`src/rtl/core/pca_pkg.sv`:
```
// pca_pkg: shared types, constants and table builders for pixel_color_adjust
// depends on nothing; used by every module of the block
`default_nettype none

package pca_pkg;

  // pipeline layout: front end, log stages, exp stages
  localparam int FRONT_STG = 5;
  localparam int LOG_STG   = 17;
  localparam int EXP_STG   = 19;
  localparam int LOG_BASE  = FRONT_STG;
  localparam int EXP_BASE  = FRONT_STG + LOG_STG;
  localparam int TOTAL_STG = FRONT_STG + LOG_STG + EXP_STG;

  localparam int CFG_ADDR_W = 2;
  localparam int CFG_DATA_W = 16;

  // bt.601 luma weights in units of 1/65536
  localparam logic signed [16:0] LUMA_R = 17'sd19595;
  localparam logic signed [16:0] LUMA_G = 17'sd38470;
  localparam logic signed [16:0] LUMA_B = 17'sd7471;

  // 1.0 in q30
  localparam logic [30:0] R_ONE = 31'h4000_0000;

  typedef enum logic [CFG_ADDR_W-1:0] {
    CFG_BRIGHTNESS = 2'd0,
    CFG_CONTRAST   = 2'd1,
    CFG_SATURATION = 2'd2,
    CFG_INV_GAMMA  = 2'd3
  } cfg_idx_t;

  typedef struct packed {
    logic signed [9:0] brightness_offset;
    logic [9:0]        contrast_gain;
    logic [9:0]        saturation_gain;
    logic [15:0]       inverse_gamma;
  } cfg_t;

  typedef struct packed {
    logic [7:0] red_in;
    logic [7:0] green_in;
    logic [7:0] blue_in;
  } pix_in_t;

  typedef struct packed {
    logic [7:0] red_out;
    logic [7:0] green_out;
    logic [7:0] blue_out;
  } pix_out_t;

  // channel after saturation: not-positive flag and value clamped to 1..65536
  typedef struct packed {
    logic        neg;
    logic [16:0] xc;
  } lvl_t;

  // channel after log: exponent of the top bit and fraction bits of log2 of the mantissa
  typedef struct packed {
    logic        neg;
    logic [4:0]  e;
    logic [15:0] frac;
  } lg_t;

  typedef logic [15:0][29:0] exp_tab_t;

  // integer square root, evaluated at elaboration only
  function automatic logic [63:0] isqrt64(input logic [63:0] v);
    logic [63:0] rem;
    logic [63:0] res;
    logic [63:0] bit_w;
    rem   = v;
    res   = '0;
    bit_w = 64'h4000_0000_0000_0000;
    for (int k = 0; k < 32; k++) begin
      if (bit_w > rem) bit_w = bit_w >> 2;
    end
    for (int k = 0; k < 32; k++) begin
      if (bit_w != 64'd0) begin
        if (rem >= res + bit_w) begin
          rem = rem - (res + bit_w);
          res = (res >> 1) + bit_w;
        end else begin
          res = res >> 1;
        end
        bit_w = bit_w >> 2;
      end
    end
    return res;
  endfunction

  // q30 values of 2^(-2^-i) for i = 1..16 by repeated square roots of one half
  function automatic exp_tab_t build_exp_tab();
    logic [63:0] h;
    exp_tab_t    tab;
    h = 64'd1 << 29;
    for (int j = 0; j < 16; j++) begin
      h      = isqrt64(h << 30);
      tab[j] = h[29:0];
    end
    return tab;
  endfunction

  localparam exp_tab_t EXP_TAB = build_exp_tab();

endpackage

`default_nettype wire

```
`src/rtl/core/pca_front.sv`:
```
// pca_front: normalize, brightness, contrast, luma and saturation for one pixel
// depends on pca_pkg; five register stages, each loaded by its own enable
`default_nettype none

module pca_front (
  input  wire logic                               clk,
  input  wire logic [pca_pkg::FRONT_STG-1:0]      ld,
  input  wire pca_pkg::pix_in_t                   pix,
  input  wire pca_pkg::cfg_t                      cfg,
  output pca_pkg::lvl_t [2:0]                     lvl
);

  logic [7:0]         ch_in [3];

  // stage registers
  logic signed [18:0] d_r    [3];
  logic signed [20:0] x2_r   [3];
  logic signed [20:0] x2b_r  [3];
  logic signed [37:0] lp_r   [3];
  logic signed [20:0] gray_r;
  logic signed [21:0] diff_r [3];
  pca_pkg::lvl_t      lvl_r  [3];

  // next values
  logic signed [18:0] d_nxt    [3];
  logic signed [20:0] x2_nxt   [3];
  logic signed [37:0] lp_nxt   [3];
  logic signed [20:0] gray_nxt;
  logic signed [21:0] diff_nxt [3];
  pca_pkg::lvl_t      lvl_nxt  [3];

  logic signed [10:0] k_s;
  logic signed [10:0] s_s;
  logic signed [18:0] bsh;
  logic signed [16:0] luma [3];

  assign ch_in[0] = pix.red_in;
  assign ch_in[1] = pix.green_in;
  assign ch_in[2] = pix.blue_in;
  assign luma[0]  = pca_pkg::LUMA_R;
  assign luma[1]  = pca_pkg::LUMA_G;
  assign luma[2]  = pca_pkg::LUMA_B;
  assign k_s      = signed'({1'b0, cfg.contrast_gain});
  assign s_s      = signed'({1'b0, cfg.saturation_gain});
  assign bsh      = signed'({cfg.brightness_offset[9], cfg.brightness_offset, 8'h00});

  // stage 0: c*65536/255 is c*257 plus one at full scale, then brightness, minus one half
  always_comb begin
    logic [16:0]        x0;
    logic signed [18:0] x1;
    for (int c = 0; c < 3; c++) begin
      x0       = {1'b0, ch_in[c], ch_in[c]} + {16'h0000, (ch_in[c] == 8'hFF)};
      x1       = signed'({2'b00, x0}) + bsh;
      d_nxt[c] = x1 - 19'sd32768;
    end
  end

  // stage 1: contrast gain about one half
  always_comb begin
    logic signed [29:0] cprod;
    for (int c = 0; c < 3; c++) begin
      cprod     = d_r[c] * k_s;
      x2_nxt[c] = signed'(cprod[28:8]) + 21'sd32768;
    end
  end

  // stage 2: luma weighted products
  always_comb begin
    for (int c = 0; c < 3; c++) begin
      lp_nxt[c] = x2_r[c] * luma[c];
    end
  end

  // stage 3: luma sum and distance of each channel from it
  always_comb begin
    logic signed [37:0] sum;
    sum      = lp_r[0] + lp_r[1] + lp_r[2];
    gray_nxt = signed'(sum[36:16]);
    for (int c = 0; c < 3; c++) begin
      diff_nxt[c] = signed'({x2b_r[c][20], x2b_r[c]}) - signed'({gray_nxt[20], gray_nxt});
    end
  end

  // stage 4: saturation mix and clamp to the log input range
  always_comb begin
    logic signed [32:0] sp;
    logic signed [25:0] x3;
    logic               big;
    for (int c = 0; c < 3; c++) begin
      sp  = diff_r[c] * s_s;
      x3  = signed'({{5{gray_r[20]}}, gray_r}) + signed'({sp[32], sp[32:8]});
      big = !x3[25] && (x3[24:16] != 9'd0);
      lvl_nxt[c].neg = x3[25] || (x3 == 26'sd0);
      lvl_nxt[c].xc  = big ? 17'h10000 : {1'b0, x3[15:0]};
    end
  end

  always_ff @(posedge clk) begin
    for (int c = 0; c < 3; c++) begin
      if (ld[0]) d_r[c] <= d_nxt[c];
      if (ld[1]) x2_r[c] <= x2_nxt[c];
      if (ld[2]) begin
        lp_r[c]  <= lp_nxt[c];
        x2b_r[c] <= x2_r[c];
      end
      if (ld[3]) diff_r[c] <= diff_nxt[c];
      if (ld[4]) lvl_r[c] <= lvl_nxt[c];
    end
    if (ld[3]) gray_r <= gray_nxt;
  end

  assign lvl[0] = lvl_r[0];
  assign lvl[1] = lvl_r[1];
  assign lvl[2] = lvl_r[2];

endmodule

`default_nettype wire

```
`config.mk`:
```
export PLATFORM = sky130hd
export DESIGN_NAME = pca_front
export DESIGN_NICKNAME = d
export VERILOG_FILES = /design/src/rtl/core/pca_pkg.sv /design/src/rtl/core/pca_front.sv
export SDC_FILE = /design/constraint.sdc
export NUM_CORES = 2
export LEC_CHECK = 0
export BUFFER_PORTS_ARGS = -buffer_cell sky130_fd_sc_hd__buf_2
export CORE_AREA = 5 5 396 398
export DETAILED_ROUTE_END_ITERATION = 10
export DIE_AREA = 0 0 401 403
export GPL_TIMING_DRIVEN = 0
export PLACE_DENSITY = 0.72
export SLEW_MARGIN = 5
export SYNTH_ARGS = -nofsm -noshare
export SYNTH_HDL_FRONTEND = slang
export SYNTH_SLANG_ARGS = --single-unit
export TNS_END_PERCENT = 5
```
`constraint.sdc`:
```
create_clock -name clk -period 9.5 [get_ports clk]
set_clock_uncertainty 0.2 [all_clocks]
set_input_delay 0.475 -clock clk [delete_from_list [all_inputs] [get_ports clk]]
set_output_delay 0.475 -clock clk [all_outputs]
set_load 0.05 [all_outputs]
```
# Yosys cells after proc, flatten, opt, wreduce, memory -nomap -nowiden
# Memory sizes are Yosys's and may differ from the RTL's.
# Index checks and enable logic that the tools add are counted.
[op_classes]
n_eq_ne = 3
addsub = 20
n_mux = 13
mul = 9
n_reduce_logical = 15
[ops]
columns = ["cell", "count"]
rows = [
  ["22-bit by 11-bit multiplier with 33-bit output", 3],
  ["19-bit by 11-bit multiplier with 29-bit output", 3],
  ["21-bit by 25-bit adder with 26-bit output", 3],
  ["26-bit logical NOT", 3],
  ["37-bit adder", 2],
  ["21-bit by 16-bit multiplier with 37-bit output (second input constant)", 2],
  ["21-bit by 21-bit subtractor with 22-bit output", 3],
  ["21-bit by 17-bit adder with 21-bit output (second input constant)", 3],
  ["18-bit by 18-bit adder with 19-bit output", 3],
  ["19-bit by 17-bit subtractor with 19-bit output (second input constant)", 3],
  ["16-bit by 1-bit adder with 17-bit output", 3],
  ["17-bit 2-to-1 mux", 3],
  ["21-bit by 14-bit multiplier with 35-bit output (second input constant)", 1],
  ["9-bit nonzero test", 3],
  ["8-bit equality test (second input constant)", 3],
  ["1-bit 2-to-1 mux", 10],
  ["1-bit logical AND", 3],
  ["1-bit logical NOT", 3],
  ["1-bit logical OR", 3],
]
[word_totals]
mem_count = 6
out_inout_bits = 54
ramBits = 417
reg_bits = 21
[memory_table]
columns = ["memory", "depth", "width", "read_ports", "rd_ports_with_merged_regs", "write_ports", "line_no", "text"]
rows = [
  ["lp_r", 3, 38, 3, 0, 3, "pca_front.sv:19", "logic signed [37:0] lp_r [3];"],
  ["diff_r", 3, 22, 3, 0, 3, "pca_front.sv:21", "logic signed [21:0] diff_r [3];"],
  ["x2_r", 3, 21, 3, 0, 3, "pca_front.sv:17", "logic signed [20:0] x2_r [3];"],
  ["x2b_r", 3, 21, 3, 0, 3, "pca_front.sv:18", "logic signed [20:0] x2b_r [3];"],
  ["d_r", 3, 19, 3, 0, 3, "pca_front.sv:16", "logic signed [18:0] d_r [3];"],
  ["lvl_r", 3, 18, 3, 0, 3, "pca_front.sv:22", "pca_pkg::lvl_t lvl_r [3];"],
]

# Longest topological paths before layout
# An unclocked memory read counts as a cell.
[logic_depth]
depth_word = 6
depth_mapped = 38
mapped_depth_nobuf = 35

# Least setup slack after synthesis
# No wires, ideal clock.
[synth_timing]
kind = "input to register"
startpoint = "input cfg[18] (netlist bit)"
endpoint = "memory lvl_r[0][28] (netlist bit) (data pin)"
slack_ps = 874
cell_stages = 32
required_time_ps = 9043
arrival_time_ps = 8169
cell_sequence = "clkbuf_1 clkbuf_1 nand2_1 fa_1 fa_1 inv_1 ha_1 fa_1 fa_1 ha_1 a2111oi_0 o21ai_1 a31oi_1 o21bai_1 a41oi_1 nor2b_1 nor2b_1 a311o_1 a21oi_1 xnor2_1 ha_1 a21o_1 a211o_1 a31o_2 a31o_2 a221o_1 or3b_1 o2111ai_1 a21oi_1 a221oi_4 buf_4 nor2_1"
[synth_rtl]
columns = ["element", "line_no", "text"]
rows = [
  ["from (decl)", "pca_front.sv:9", "input wire pca_pkg::cfg_t cfg,"],
  ["to (decl)", "pca_front.sv:22", ""],
]

==> results.yml <==
yosys:
  avgSynthCellArea_um2: 9.87
  synth_commonest_cells: "inv_1 (1,871), fa_1 (1,462), ha_1 (1,069), nand2_1 (703), and2_1 (679)"
  synth_fp_nets: 11100
  yosys.cell_count.top_type: "inv_1"
  syn_inst: 8467
  synth.area.mux_share_pct: 0.172
  synth-simple-area-share_pct: 12.5
  yosys.area_share.adder_pct: 51.0
  synth_cell_type_count: 94
  ys_async_sr_fraction_pct: 0
  synthXorXnorAreaFrac_pct: 4.37
  yosys_warnings: 0
  synth-main-ff-cell: "edfxtp_1"
  yosysTopAreaCell: "fa_1"
  synth-edff-count: 429
  yosys-top-cells-area: "fa_1 (35%), ha_1 (16%), edfxtp_1 (15%)"
  synth_compound_area_share_pct: 6.89
  synth_top_family_by_area: "adder cells"
  syn_area_um2: 83600
  yosysSeqAreaShare_pct: 15.4
  synth_top_area_share_pct: 35.0
  ys_ff_latch: 429
finish:
  syn_to_final_growth_pct: 6.35
  nets: 11300
  drive_gt1_share_pct: 3.22
worst_setup_path:
  start_kind: "input port"
  path_buf_inv: 5
  cp_common_cell: "fa_1"
  critPathKind: "input port to flip-flop"
  reg2reg_to: "lvl_r[0][36]"
  cp.required_ps: 9700
  r2r_cells: 33
  cp_top_family: "adder cells"
  slowest_delay_ps: 650
  endpoint_kind: "flip-flop"
  path_depth: 35
  r2r_start: "diff_r[0][47]"
  reg2reg_slack_ps: 320
  critical_path_arrival_ps: 9430
  crit_slowest_cell: "clkbuf_1"
  worst-path-max-fanout: 10
global_routing:
  grt_max_degree: 118
  antenna_found_initial: 4
  grt_pass1_wl_um: 340000
  grtUsageTotal_pct: 26.7
  overflow: 0
  grt_pass1_vias: 62500
timing:
  max_freq_mhz: 108
  worst_pin_slew_ps: 1200
  slew_viol_final: 0
  relSlewSlack_pct: 19.9
  fin_ws_ps: 272
  setup_viol: 0
  fin_crit_sh_pct: 97.1
  fin_crit_ps: 9230
  tns_ps: 0
  hold_viol_final: 0
  rsz0062_at_grt: "true"
clocking:
  cts_buffers: 51
  clock_latency_ps: 660
  clockBufferDepth: 3
  root_buffer: "clkbuf_16"
  clock-sinks: 429
  clkTransAtPathRegs_ps: 60
  htree_levels: 2
  cts_tree: "yes"
floorplan:
  rows: 144
  initial_core_util_pct: 54.6
  die_h_um: 403
  die_x_um: 401
  core_area_um2: 153000
  io_pins: 130
  die-area_um2: 162000
min_path:
  min_delay_worst_endpoint: "lp_r[0][20]"
  whs_path_depth: 1
  hp-start: "ld[2]"
  hold_path.class: "input port to flip-flop"
run_status:
  status: "finished, final reports clean"
routing:
  final_antenna_net_count: 0
  wl_per_cell_um: 19.7
  firstDrtPassIters: 8
  wirelength_um: 212000
  drt_iter0_drc: 3417
  avgViaCountPerCell: 5.41
  drc_errors: 0
  num_vias: 58200
place:
  dp_hpwl_um: 179000
  place_congestion: 1.00
  io_buffer_count: 95
  dp_slack_ps: -812
job:
  maxCapViolCount: 0
==> cell families (layout without fill, tap and decap cells) <==
group | Yosys count | count (layout)
compound gates | 856 | 856
xor+xnor | 417 | 417
fa+ha+maj | 2532 | 2532
buf+inv | 2134 | 2359
flops | 429 | 429
mux | 14 | 14
other cells | 0 | 5
simple gates | 2085 | 2085
==> flip-flops by register name, indices dropped and copies added (netlist names) <==
| register | count |
|---|---|
| diff_r | 66 |
| d_r | 57 |
| gray_r | 21 |
| x2b_r | 63 |
| lvl_r | 54 |
| lp_r | 105 |
| x2_r | 63 |
==> area by class of cell <==
class | count | area [µm²]
Antenna cell | 5 | 12.5
Buffer | 255 | 1010
Clock buffer | 62 | 1340
Clock inverter | 31 | 425
Fill cell | 13000 | 64100
Inverter | 1871 | 7020
Multi-Input combinational cell | 5904 | 62700
Sequential cell | 429 | 12900
Tap cell | 2044 | 2560
Timing Repair Buffer | 140 | 963
==> metrics by stage <==
stage | hold WS [ps] | util (%) | instances | area, µm²
after floorplan | 344 | - | 8467 | 83600
after global placement | 439 | 56.6 | 10600 | 86600
after detailed placement | 472 | 56.7 | 10600 | 86700
after CTS | 21.4 | 58.0 | 10700 | 88700
after global routing | 46.2 | 58.1 | 10700 | 88900
final | 53.0 | 58.1 | 10700 | 88900
==> worst reg2reg max path: cells and delay by family, from the launching register on <==
family | cells | cell delay (ps)
flip-flops | 1 | 350
AO/OA/AOI/OAI | 15 | 3210
buffers and inverters | 2 | 420
adder cells (fa/ha/maj) | 7 | 2830
multiplexers | 1 | 360
XOR/XNOR | 1 | 110
AND/OR/NAND/NOR | 7 | 1430
==> worst max path at each step <==
stage                         endpoint         start  slack [ps]
after floorplan           lvl_r[0][28]       cfg[18]         870
after global placement    lvl_r[0][16]       cfg[21]        -700
after detailed placement  lvl_r[0][16]       cfg[21]        -810
after CTS                  lvl_r[0][4]       cfg[22]          10
after global routing       lvl_r[0][4]  diff_r[0][4]         -90
final                     lvl_r[0][36]       cfg[20]         270
==> routing by layer <==
| layer | track usage [%] | wire (µm) | vias to the layer above |
|---|---|---|---|
| li1 | - | - | 26800 |
| met1 | 32.5 | 81200 | 29000 |
| met2 | 45.0 | 100000 | 1788 |
| met3 | 3.73 | 13000 | 535 |
| met4 | 16.8 | 17100 | 4 |
| met5 | 0 | 27 | - |
==> cell usage in the layout, fill, tap and decap left out, types with 17 or more instances in the layout <==
cell,n
a211oi_1,18
a21o_1,116
a21oi_1,261
a31oi_1,21
and2_1,679
and3_1,33
buf_1,24
buf_2,95
buf_4,20
clkbuf_1,215
clkbuf_16,52
clkbuf_2,18
dlygate4sd3_1,26
edfxtp_1,429
fa_1,1462
ha_1,1069
inv_1,1871
nand2_1,703
nand2b_1,42
nand3_1,86
nand4_1,23
nor2_1,298
nor2b_1,67
nor3_1,75
o21a_1,50
o21ai_0,130
o21bai_1,56
or3_1,17
xnor2_1,303
xor2_1,114
==> repair_timing <==
item | 4_1_cts | 5_1_grt
gates resized for setup | 3 | 37
endpoints found under the setup margin | 30 | 52
setup buffers | 0 | 15
endpoints found under the hold margin | 37 | 0
pin swaps | 0 | 1
hold buffers | 26 | 0
cloned | 0 | 0
Power is not shown: default switching activity piles up to over one toggle a cycle in this logic, so the estimate is an artifact.
